`src/rtl/vpd_pkg.sv`:
```
`timescale 1ns / 1ps
`default_nettype none

package vpd_pkg;

  // Fixed-point formats.
  localparam int ANGLE_FRAC_BITS = 12;
  localparam int GAIN_FRAC_BITS  = 8;

  // Field widths.
  localparam int ANGLE_W = 16;
  localparam int GAIN_W  = 24;
  localparam int COUNT_W = 16;
  localparam int DRIVE_W = 32;

  // Configuration port.
  localparam int CFG_INDEX_W = 3;
  localparam int CFG_DATA_W  = GAIN_W;

  typedef enum logic [CFG_INDEX_W-1:0] {
    REG_TARGET_ANGLE    = 3'd0,
    REG_PROP_GAIN       = 3'd1,
    REG_DERIV_RATE_GAIN = 3'd2,
    REG_AGREE_THRESHOLD = 3'd3,
    REG_WATCHDOG_LIMIT  = 3'd4
  } cfg_reg_t;

  // Item kinds.
  localparam logic FUNC_SAMPLE = 1'b0;
  localparam logic FUNC_TICK   = 1'b1;

  // Register reset values.
  localparam logic [ANGLE_W-1:0] TARGET_RESET = ANGLE_W'(1 << ANGLE_FRAC_BITS);
  localparam logic [GAIN_W-1:0]  PROP_RESET   = GAIN_W'(36864);
  localparam logic [GAIN_W-1:0]  DERIV_RESET  = GAIN_W'(1738240);
  localparam logic [ANGLE_W-1:0] THRESH_RESET =
    ANGLE_W'(((5 << ANGLE_FRAC_BITS) + 50) / 100);
  localparam logic [COUNT_W-1:0] LIMIT_RESET  = COUNT_W'(2500);

  localparam logic [COUNT_W-1:0] COUNT_MAX = '1;

  // Outcome of the sensor vote.
  typedef struct packed {
    logic [ANGLE_W-1:0] voted;
    logic               agree;
  } vote_t;

endpackage

`default_nettype wire

```
`src/rtl/vpd_item_if.sv`:
```
`timescale 1ns / 1ps
`default_nettype none

interface vpd_item_if;
  import vpd_pkg::*;

  logic               valid;
  logic               ready;
  logic               func;
  logic [ANGLE_W-1:0] sensor_a;
  logic [ANGLE_W-1:0] sensor_b;

  modport source (output valid, func, sensor_a, sensor_b, input ready);
  modport sink   (input valid, func, sensor_a, sensor_b, output ready);
endinterface

`default_nettype wire

```
`src/rtl/vpd_result_if.sv`:
```
`timescale 1ns / 1ps
`default_nettype none

interface vpd_result_if;
  import vpd_pkg::*;

  logic               valid;
  logic               ready;
  logic [DRIVE_W-1:0] drive;
  logic [ANGLE_W-1:0] voted_angle;
  logic               readings_match;
  logic [COUNT_W-1:0] disagree_total;
  logic               fault_flag;

  modport source (output valid, drive, voted_angle, readings_match, disagree_total,
                  fault_flag, input ready);
  modport sink   (input valid, drive, voted_angle, readings_match, disagree_total,
                  fault_flag, output ready);
endinterface

`default_nettype wire

```
`src/rtl/vpd_vote.sv`:
```
`timescale 1ns / 1ps
`default_nettype none

module vpd_vote (
  input  wire logic [vpd_pkg::ANGLE_W-1:0] sensor_a,
  input  wire logic [vpd_pkg::ANGLE_W-1:0] sensor_b,
  input  wire logic [vpd_pkg::ANGLE_W-1:0] threshold,
  output vpd_pkg::vote_t                   vote
);
  import vpd_pkg::*;

  logic [ANGLE_W:0] diff;
  logic [ANGLE_W:0] adiff;
  logic [ANGLE_W:0] sum;
  logic             agree;

  // Difference and magnitude, one bit wider so that no value wraps.
  assign diff  = {sensor_a[ANGLE_W-1], sensor_a} - {sensor_b[ANGLE_W-1], sensor_b};
  assign adiff = diff[ANGLE_W] ? (~diff + 1'b1) : diff;
  assign agree = adiff < {1'b0, threshold};

  // Floor average is the top bits of the sign-extended sum.
  assign sum = {sensor_a[ANGLE_W-1], sensor_a} + {sensor_b[ANGLE_W-1], sensor_b};

  assign vote.agree = agree;
  assign vote.voted = agree ? sum[ANGLE_W:1] : sensor_a;

endmodule

`default_nettype wire

```
`src/rtl/vpd_law.sv`:
```
`timescale 1ns / 1ps
`default_nettype none

module vpd_law (
  input  wire logic [vpd_pkg::ANGLE_W-1:0] voted,
  input  wire logic [vpd_pkg::ANGLE_W-1:0] last_voted,
  input  wire logic [vpd_pkg::ANGLE_W-1:0] target,
  input  wire logic [vpd_pkg::GAIN_W-1:0]  prop_gain,
  input  wire logic [vpd_pkg::GAIN_W-1:0]  deriv_gain,
  input  wire logic                        fault,
  output logic      [vpd_pkg::DRIVE_W-1:0] drive
);
  import vpd_pkg::*;

  localparam int ERR_W  = ANGLE_W + 1;
  localparam int PROD_W = GAIN_W + 1 + ERR_W;
  localparam int ACC_W  = PROD_W + 1;
  localparam int SH_W   = ACC_W - GAIN_FRAC_BITS;

  logic signed [ERR_W-1:0]  p_err;
  logic signed [ERR_W-1:0]  d_err;
  logic signed [PROD_W-1:0] p_prod;
  logic signed [PROD_W-1:0] d_prod;
  logic signed [ACC_W-1:0]  acc;
  logic        [SH_W-1:0]   shifted;
  logic                     fits;

  // Error terms for the proportional and derivative paths.
  assign p_err = $signed({target[ANGLE_W-1], target}) - $signed({voted[ANGLE_W-1], voted});
  assign d_err = $signed({voted[ANGLE_W-1], voted})
               - $signed({last_voted[ANGLE_W-1], last_voted});

  // Two independent multiplies, then the difference.
  assign p_prod = $signed({1'b0, prop_gain}) * p_err;
  assign d_prod = $signed({1'b0, deriv_gain}) * d_err;
  assign acc    = $signed({p_prod[PROD_W-1], p_prod}) - $signed({d_prod[PROD_W-1], d_prod});

  // Dropping the gain fraction bits is a floor shift.
  assign shifted = acc[ACC_W-1:GAIN_FRAC_BITS];
  assign fits    = (shifted[SH_W-1:DRIVE_W-1] == '0) || (shifted[SH_W-1:DRIVE_W-1] == '1);

  // Saturate, and hold the motor off once the watchdog has tripped.
  always_comb begin
    priority if (fault) begin
      drive = '0;
    end else if (fits) begin
      drive = shifted[DRIVE_W-1:0];
    end else if (shifted[SH_W-1]) begin
      drive = {1'b1, {(DRIVE_W-1){1'b0}}};
    end else begin
      drive = {1'b0, {(DRIVE_W-1){1'b1}}};
    end
  end

endmodule

`default_nettype wire

```
`src/rtl/voted_pd_servo_controller.sv`:
```
`timescale 1ns / 1ps
`default_nettype none

// A sample moves from the input register into the result register once that one
// is free. Throughput: one item per cycle unless a sample must wait for the result
// register; the vote and the PD law with its two multiplies sit between the input
// register and the result register in a single pass. Watchdog ticks produce no
// result and leave the input register without waiting for the result register.
// Reset (rst, synchronous, active high) restores the register defaults and clears
// the last angle, the disagreement count, the kick timer and the fault latch.
module voted_pd_servo_controller (
  input  wire logic                            clk,
  input  wire logic                            rst,
  input  wire logic                            cfg_wr_en,
  input  wire logic [vpd_pkg::CFG_INDEX_W-1:0] cfg_index,
  input  wire logic [vpd_pkg::CFG_DATA_W-1:0]  cfg_data,
  vpd_item_if.sink                             items,
  vpd_result_if.source                         results
);
  import vpd_pkg::*;

  // Configuration registers.
  logic [ANGLE_W-1:0] target_angle;
  logic [GAIN_W-1:0]  prop_gain;
  logic [GAIN_W-1:0]  deriv_rate_gain;
  logic [ANGLE_W-1:0] agree_threshold;
  logic [COUNT_W-1:0] watchdog_limit;

  // Controller state.
  logic [ANGLE_W-1:0] last_voted;
  logic [COUNT_W-1:0] disagree_counter;
  logic [COUNT_W-1:0] disagree_counter_next;
  logic [COUNT_W-1:0] kick_timer;
  logic [COUNT_W-1:0] kick_timer_next;
  logic               fault_latched;

  // Input register.
  logic               s1_valid;
  logic               s1_func;
  logic [ANGLE_W-1:0] s1_a;
  logic [ANGLE_W-1:0] s1_b;

  // Result register.
  logic               res_valid;
  logic [DRIVE_W-1:0] res_drive;
  logic [ANGLE_W-1:0] res_voted;
  logic               res_agree;
  logic [COUNT_W-1:0] res_total;
  logic               res_fault;

  logic               out_free;
  logic               s1_go;
  logic               s1_sample;
  vote_t              vote;
  logic [DRIVE_W-1:0] drive;

  // Handshake: ticks always leave the input register; samples need a free result slot.
  assign out_free    = !res_valid || results.ready;
  assign s1_sample   = s1_func == FUNC_SAMPLE;
  assign s1_go       = s1_valid && (!s1_sample || out_free);
  assign items.ready = !s1_valid || s1_go;

  // Configuration writes; unknown indexes are ignored.
  always_ff @(posedge clk) begin
    if (rst) begin
      target_angle    <= TARGET_RESET;
      prop_gain       <= PROP_RESET;
      deriv_rate_gain <= DERIV_RESET;
      agree_threshold <= THRESH_RESET;
      watchdog_limit  <= LIMIT_RESET;
    end else if (cfg_wr_en) begin
      unique case (cfg_index)
        REG_TARGET_ANGLE:    target_angle    <= cfg_data[ANGLE_W-1:0];
        REG_PROP_GAIN:       prop_gain       <= cfg_data[GAIN_W-1:0];
        REG_DERIV_RATE_GAIN: deriv_rate_gain <= cfg_data[GAIN_W-1:0];
        REG_AGREE_THRESHOLD: agree_threshold <= cfg_data[ANGLE_W-1:0];
        REG_WATCHDOG_LIMIT:  watchdog_limit  <= cfg_data[COUNT_W-1:0];
        default: ;
      endcase
    end
  end

  // Input register captures each accepted request.
  always_ff @(posedge clk) begin
    if (rst) begin
      s1_valid <= 1'b0;
    end else if (items.ready) begin
      s1_valid <= items.valid;
    end
  end

  always_ff @(posedge clk) begin
    if (items.ready && items.valid) begin
      s1_func <= items.func;
      s1_a    <= items.sensor_a;
      s1_b    <= items.sensor_b;
    end
  end

  // Sensor vote and control law.
  vpd_vote u_vote (
    .sensor_a  (s1_a),
    .sensor_b  (s1_b),
    .threshold (agree_threshold),
    .vote      (vote)
  );

  vpd_law u_law (
    .voted      (vote.voted),
    .last_voted (last_voted),
    .target     (target_angle),
    .prop_gain  (prop_gain),
    .deriv_gain (deriv_rate_gain),
    .fault      (fault_latched),
    .drive      (drive)
  );

  // Saturating counters.
  always_comb begin
    disagree_counter_next = disagree_counter;
    if (!vote.agree && disagree_counter != COUNT_MAX) begin
      disagree_counter_next = disagree_counter + 1'b1;
    end
    kick_timer_next = kick_timer;
    if (kick_timer != COUNT_MAX) begin
      kick_timer_next = kick_timer + 1'b1;
    end
  end

  // State advances as each item leaves the input register.
  always_ff @(posedge clk) begin
    if (rst) begin
      last_voted       <= '0;
      disagree_counter <= '0;
      kick_timer       <= '0;
      fault_latched    <= 1'b0;
    end else if (s1_go) begin
      if (s1_sample) begin
        last_voted       <= vote.voted;
        disagree_counter <= disagree_counter_next;
        kick_timer       <= '0;
      end else begin
        kick_timer <= kick_timer_next;
        if (kick_timer_next > watchdog_limit) begin
          fault_latched <= 1'b1;
        end
      end
    end
  end

  // Result register.
  always_ff @(posedge clk) begin
    if (rst) begin
      res_valid <= 1'b0;
    end else if (s1_go && s1_sample) begin
      res_valid <= 1'b1;
    end else if (results.ready) begin
      res_valid <= 1'b0;
    end
  end

  always_ff @(posedge clk) begin
    if (s1_go && s1_sample) begin
      res_drive <= drive;
      res_voted <= vote.voted;
      res_agree <= vote.agree;
      res_total <= disagree_counter_next;
      res_fault <= fault_latched;
    end
  end

  assign results.valid          = res_valid;
  assign results.drive          = res_drive;
  assign results.voted_angle    = res_voted;
  assign results.readings_match = res_agree;
  assign results.disagree_total = res_total;
  assign results.fault_flag     = res_fault;

endmodule

`default_nettype wire

```
`src/flat_wrapper.sv`:
```
// flat-port wrapper written by rule: the top's interface ports become plain ports
module voted_pd_servo_controller_flat import vpd_pkg::*;
  (clk, rst, cfg_wr_en, cfg_index, cfg_data, items_valid, items_func, items_sensor_a, items_sensor_b, items_ready, results_valid, results_drive, results_voted_angle, results_readings_match, results_disagree_total, results_fault_flag, results_ready);
  vpd_item_if items_i ();
  vpd_result_if results_i ();
  input  wire logic clk;
  input  wire logic rst;
  input  wire logic cfg_wr_en;
  input  wire logic [vpd_pkg::CFG_INDEX_W-1:0] cfg_index;
  input  wire logic [vpd_pkg::CFG_DATA_W-1:0] cfg_data;
  input wire logic [$bits(items_i.valid)-1:0] items_valid;
  input wire logic [$bits(items_i.func)-1:0] items_func;
  input wire logic [$bits(items_i.sensor_a)-1:0] items_sensor_a;
  input wire logic [$bits(items_i.sensor_b)-1:0] items_sensor_b;
  output wire logic [$bits(items_i.ready)-1:0] items_ready;
  output wire logic [$bits(results_i.valid)-1:0] results_valid;
  output wire logic [$bits(results_i.drive)-1:0] results_drive;
  output wire logic [$bits(results_i.voted_angle)-1:0] results_voted_angle;
  output wire logic [$bits(results_i.readings_match)-1:0] results_readings_match;
  output wire logic [$bits(results_i.disagree_total)-1:0] results_disagree_total;
  output wire logic [$bits(results_i.fault_flag)-1:0] results_fault_flag;
  input wire logic [$bits(results_i.ready)-1:0] results_ready;
  assign items_i.valid = items_valid;
  assign items_i.func = items_func;
  assign items_i.sensor_a = items_sensor_a;
  assign items_i.sensor_b = items_sensor_b;
  assign items_ready = items_i.ready;
  assign results_valid = results_i.valid;
  assign results_drive = results_i.drive;
  assign results_voted_angle = results_i.voted_angle;
  assign results_readings_match = results_i.readings_match;
  assign results_disagree_total = results_i.disagree_total;
  assign results_fault_flag = results_i.fault_flag;
  assign results_i.ready = results_ready;
  voted_pd_servo_controller u_core (.clk(clk), .rst(rst), .cfg_wr_en(cfg_wr_en), .cfg_index(cfg_index), .cfg_data(cfg_data), .items(items_i), .results(results_i));
endmodule
```
`config.mk`:
```
export PLATFORM = sky130hd
export DESIGN_NAME = voted_pd_servo_controller_flat
export DESIGN_NICKNAME = d
export VERILOG_FILES = /design/src/rtl/vpd_pkg.sv /design/src/rtl/vpd_item_if.sv /design/src/rtl/vpd_result_if.sv /design/src/rtl/vpd_vote.sv /design/src/rtl/vpd_law.sv /design/src/rtl/voted_pd_servo_controller.sv /design/src/flat_wrapper.sv
export SDC_FILE = /design/constraint.sdc
export NUM_CORES = 2
export LEC_CHECK = 0
export ABC_AREA = 1
export BUFFER_PORTS_ARGS = -buffer_cell sky130_fd_sc_hd__buf_4
export CAP_MARGIN = 0
export CORE_ASPECT_RATIO = 2
export CORE_MARGIN = 2
export CORE_UTILIZATION = 65
export CTS_BUF_LIST = sky130_fd_sc_hd__clkbuf_4 sky130_fd_sc_hd__clkbuf_8
export DETAILED_ROUTE_END_ITERATION = 8
export PLACE_DENSITY_LB_ADDON = 0.1
export SYNTH_ARGS = -nofsm -noshare
export SYNTH_HDL_FRONTEND = slang
export SYNTH_HIERARCHICAL = 1
export SYNTH_SLANG_ARGS = --single-unit
```
`constraint.sdc`:
```
create_clock -name clk -period 16.2 [get_ports clk]
set_clock_uncertainty 0.15 [all_clocks]
set_input_delay 3.24 -clock clk [delete_from_list [all_inputs] [get_ports clk]]
set_output_delay 3.24 -clock clk [all_outputs]
set_load 0.02 [all_outputs]
```
# == Word-level counts from Yosys, hierarchy flattened ==
# Cells that the tools add are included.
# totals
regBits,246
inputBits,65
wordCells,70
# classes
n_addsub,8
mul,2
n_lt_le_gt_ge,2
eq_ne,7
mux,9
bitwise,2
n_reduce_logical,21
# ops
operator,n
multiplier 25 x 17 -> 42 bit,2
2-to-1 mux 16 bit,4
2-to-1 mux 32 bit,2
subtractor 16 x 16 -> 17 bit,3
subtractor 42 x 42 -> 43 bit,1
"adder 16 x 1 -> 16 bit, second input constant",2
"inequality test 16 bit, second input constant",2
adder 16 x 16 -> 17 bit,1
"adder 17 x 1 -> 17 bit, second input constant",1
< comparator 17 x 16 -> 1 bit,1
2-to-1 mux 17 bit,1
NOT 17 bit,1
greater-than comparator 16 bit,1
AND reduction 2 bit,6
"equality test 3 x 2 -> 1 bit, second input constant",2
"equality test 4 bit, second input constant",1
logical AND 1 bit,4
logical NOT 4 bit,1
logical OR 1 bit,4
"equality test 3 x 1 -> 1 bit, second input constant",1
"equality test 3 bit, second input constant",1
logical NOT 1 bit,3
logical NOT 3 bit,1
AND reduction 3 bit,1
3 further kinds,4

# == Logic depth before layout (Yosys ltp) ==
# logic_depth
depth_word,12
depth_mapped,76
ltp_nobuf,74

# == By module ==
# Netlist, hierarchy kept.
# by_module_without_submodules
mod,n_inst,cells_per_inst,area_per_inst_um2,seq_area_each_um2
vpd_law,1,3680,29079.1,0.0
voted_pd_servo_controller,1,1060,9769.4,5915.7
vpd_vote,1,523,2922.8,0.0

# == Worst setup path after synthesis ==
# Ideal clock, no wire load.
# synth_path
path_type,flip-flop to flip-flop
startpoint,register u_core.s1_a[0]
endpoint,"register u_core.res_drive[10], in the netlist u_core/results.drive[10] (data pin)"
setup_ps,252
arrival_time_ps,11081
required_time_ps,15798
setup_slack_ps,4718
path_stages_with_launch,66
period_less_slack_ps,11482
cell_sequence,edfxtp_1 -> inv_1 -> ha_1 -> fa_1 -> ha_1 -> a21boi_1 -> nand3_1 -> nor2_2 -> nand3_2 -> nor2_4 -> a21oi_1 -> xnor2_1 -> inv_1 -> ha_1 -> a21oi_1 -> nor2_1 -> a211oi_1 -> nand2_1 -> (+30 left out) -> inv_1 -> fa_1 -> ha_1 -> nand2_1 -> nor2_1 -> inv_1 -> nor2_1 -> nand2_1 -> nor2_1 -> nand2_1 -> nand3_2 -> inv_2 -> nand2_2 -> nand2_2 -> o21bai_2 -> nand2_2 -> buf_6 -> nor2_1
# synth_rtl
item,line,rtl
from (decl),voted_pd_servo_controller.sv:40,logic [ANGLE_W-1:0] s1_a;
from (signal assigned),voted_pd_servo_controller.sv:95,s1_a <= items.sensor_a;
to (signal assigned),voted_pd_servo_controller.sv:164,res_drive <= drive;
to (decl),voted_pd_servo_controller.sv:45,logic [DRIVE_W-1:0] res_drive;

==> summary.md <==
| Metric | Value |
|---|---|
| Status | completed |
| CTS max path bufs | 3 |
| Final Cycle Share | 0.922 |
| IO buf count | 132 |
| CP Launch Type | register |
| Die H | 363 um |
| Register Area | 0.00592 mm2 |
| WL final | 162000 um |
| Sum Neg Setup Slack | 0 ps |
| Total of max-cap violations | 0 |
| Synth area leader | fa_1 |
| Fmax | 0.0669 GHz |
| Global route total overflow | 0 |
| Mapped Area | between 0.04 and 0.05 mm2 |
| R2r setup slk | 1260 ps |
| Top cells by area, synth | fa_1, inv_1, ha_1, nand2_1, edfxtp_1 |
| CTS Sinks | 246 |
| Synth warn | 6 |
| Flops & latches, synth | approximately 250 |
| RSZ-0062 raised after global routing | no |
| 1st-iter DRT viols | 3219 |
| PostCTS Resize Cnt | 0 |
| H-tree Lvls | 2 |
| Top post-synthesis cells by count | inv_1, nand2_1, fa_1 |
| Crit path required time | 16400 ps |
| Area share of the largest cell type after synthesis | 0.359 |
| Largest net degree at the start of global routing | 104 |
| Worst R2R Path Depth | 57 |
| DRC | 0 |
| Vias in the first global route | roughly 40000 |
| Die X | 183 um |
| Cell Rows | 131 |
| Highest-delay cell along the critical path | nand2_1 |
| Vias/cell | between 6 and 7 |
| Non-Filler Instances | 6152 |
| Setup Crit Path Kind | reg2reg |
| ANT nets after route | 0 |
| Max Slew Vio Count | 0 |
| DRT Pass-1 Iters | 9 |
| Hold path startpoint | u_core/agree_threshold[7] |
| WHS Path Cells | 2 |
| Area occupied by multi-input gates | 0.0306 mm2 |
| Final nets | 6457 |
| Core area | 0.0638 mm2 |
| Worst-path clk slew | 70 ps |
| # IOs | 133 |
| Worst-Margin Slew | 1410 ps |
| CP peak stage delay | 940 ps |
| CP Capture Type | register |
| Die Area | 0.0664 mm2 |
| Min-delay worst type | reg2reg |
| Number of instances in the placed design | slightly above 6000 |
| Initial Util | 0.655 |
| Post-synth cell types | 56 |
| Async SR Flop Fraction | 0 |
| Most common cell in the synthesized netlist | inv_1 |
| Final Hold Viols | 0 |
| Via count | 37000 |
| Total GRT Usage | 0.511 |
| Mean area per synthesized cell | slightly below 8 um2 |
| Final min period | 14940 ps |
| Avg WL per Cell | 26.4 um |
| Most used cell, CP | nand2_1 |
| Setup Fix Bufs, Post-CTS | 0 |
| Clk_lat worst skew | around 670 ps |
| Worst EP arrival | around 15000 ps |
| Seq/Total Area, Yosys | 0.142 |
| Detail Placement HPWL | 125000 um |
| Root Driver | clkbuf_8 |
| First-pass GRT wire length | ~240000 um |
| Fillers | between 5000 and 6000 |
| Gpl congestion | 1.09 |
| Largest fanout on the critical path | 31 |
| CTS tree | done |
| Reg2reg end | u_core/results.drive[16] |
| Initial antenna violation count | 16 |
| Number of synthesized flops with an enable pin | 99 |
| Hold-fix buffers, CTS | 0 |
| Synth Flop Type | dfxtp_1 |
| FF-to-FF Start | u_core/s1_a[0] |
| Final setup fails | 0 |
| Mapped Nets | 6408 |
| Num CTS Buffers | 39 |
| Max_slew headroom | 0.0590 |
| Ratio of cells with drive above 1 in the final layout | 0.0717 |
| Hold_ws | about 310 ps |
| Area growth syn-to-layout | 6.16% |
| Mapped Cells | 5263 |
| Hold endpoint | u_core/agree_threshold[7] |
## area by class of cell
| cell class | instances | share of cell area |
|---|---|---|
| Tap cell | 798 | 0.0225 |
| Multi-Input combinational cell | 3645 | 0.690 |
| Timing Repair Buffer | 178 | 0.0304 |
| Antenna cell | 11 | 0.000621 |
| Sequential cell | 246 | 0.133 |
| Inverter | 1202 | 0.102 |
| Clock inverter | 19 | 0.00618 |
| Clock buffer | 53 | 0.0149 |
## how the worst max path moves through the flow
stage,slack [ps],endpoint,start
final,1260,u_core/results.drive[16],u_core/s1_a[0]
after CTS,2150,u_core/results.drive[16],u_core/s1_a[2]
after global placement,2270,u_core/results.drive[26],u_core/s1_a[0]
after detailed placement,2310,u_core/results.drive[4],u_core/s1_a[2]
after floorplan,4720,u_core/results.drive[10],u_core/s1_a[0]
after global routing,620,u_core/results.drive[18],u_core/s1_a[0]
## per-stage QoR
stage / util / worst slack [ps] / area, um2
after global placement: 0.680 / 2270 / 43400
after detailed placement: 0.680 / 2310 / 43400
after CTS: 0.695 / 2150 / 44300
final: 0.696 / 1260 / 44300
after global routing: 0.695 / 621 / 44300
after floorplan: - / 4720 / 41800
## layout by cell type (no fill, tap or decap), types with 5 or more instances in the layout
cell type	instances
a21o_1	8
a21oi_1	150
a21oi_2	14
a31oi_1	7
buf_4	177
bufinv_16	6
clkbuf_4	11
clkbuf_8	42
clkinv_1	20
dfxtp_1	147
diode_2	11
edfxtp_1	99
fa_1	750
ha_1	330
inv_1	1169
inv_2	13
nand2_1	1054
nand2_2	37
nand2_4	7
nand3_1	191
nand3_2	5
nand3b_1	6
nand4_1	22
nor2_1	749
nor2_2	18
nor3_1	13
nor4_1	6
o211ai_1	7
o21ai_0	112
o21ai_1	6
o21bai_1	20
or2_2	18
xnor2_1	23
xor2_1	53
## critical path: cells and delay by family, from the launching register on
family | cells | cell delay (ps)
flops | 1 | 370
xor+xnor | 1 | 170
simple gates | 30 | 5910
buf+inv | 7 | 650
compound gates | 5 | 760
fa+ha+maj | 14 | 6590
## kinds of logic (layout without fill, tap and decap cells)
logic type,Yosys count,in the layout,share of synthesized area
compound gates,348,348,0.0476
xor+xnor,79,79,0.0166
fa+ha+maj,1080,1080,0.458
buf+inv,1372,1452,0.127
flops,246,246,0.142
other cells,0,11,0
simple gates,2138,2138,0.209
## layer usage
layer | vias to the layer above | global-route usage | wire (um)
met5 | - | 0.0189 | 160
met4 | 16 | 0.561 | 23700
met3 | 1222 | 0.230 | 19200
met2 | 2377 | 0.811 | 74700
met1 | 17700 | 0.450 | 44500
li1 | 15700 | - | -
## state kept, by name, indices dropped and copies added (netlist names)
| name | count |
|---|---|
| u_core/watchdog_limit | 16 |
| u_core/s1_b | 16 |
| u_core/results.drive | 32 |
| u_core/results.fault_flag | 1 |
| u_core/disagree_counter | 16 |
| u_core/target_angle | 16 |
| u_core/results.readings_match | 1 |
| u_core/deriv_rate_gain | 24 |
| u_core/s1_a | 16 |
| u_core/results.voted_angle | 16 |
| u_core/agree_threshold | 16 |
| u_core/results.valid | 1 |
| u_core/prop_gain | 24 |
| u_core/s1_valid | 1 |
| u_core/fault_latched | 1 |
| u_core/last_voted | 16 |
| u_core/results.disagree_total | 16 |
| u_core/s1_func | 1 |
| u_core/kick_timer | 16 |
Power is left out: the tool's default activity adds up to more than one toggle a clock period on the data nets, which glitch-free logic cannot reach.
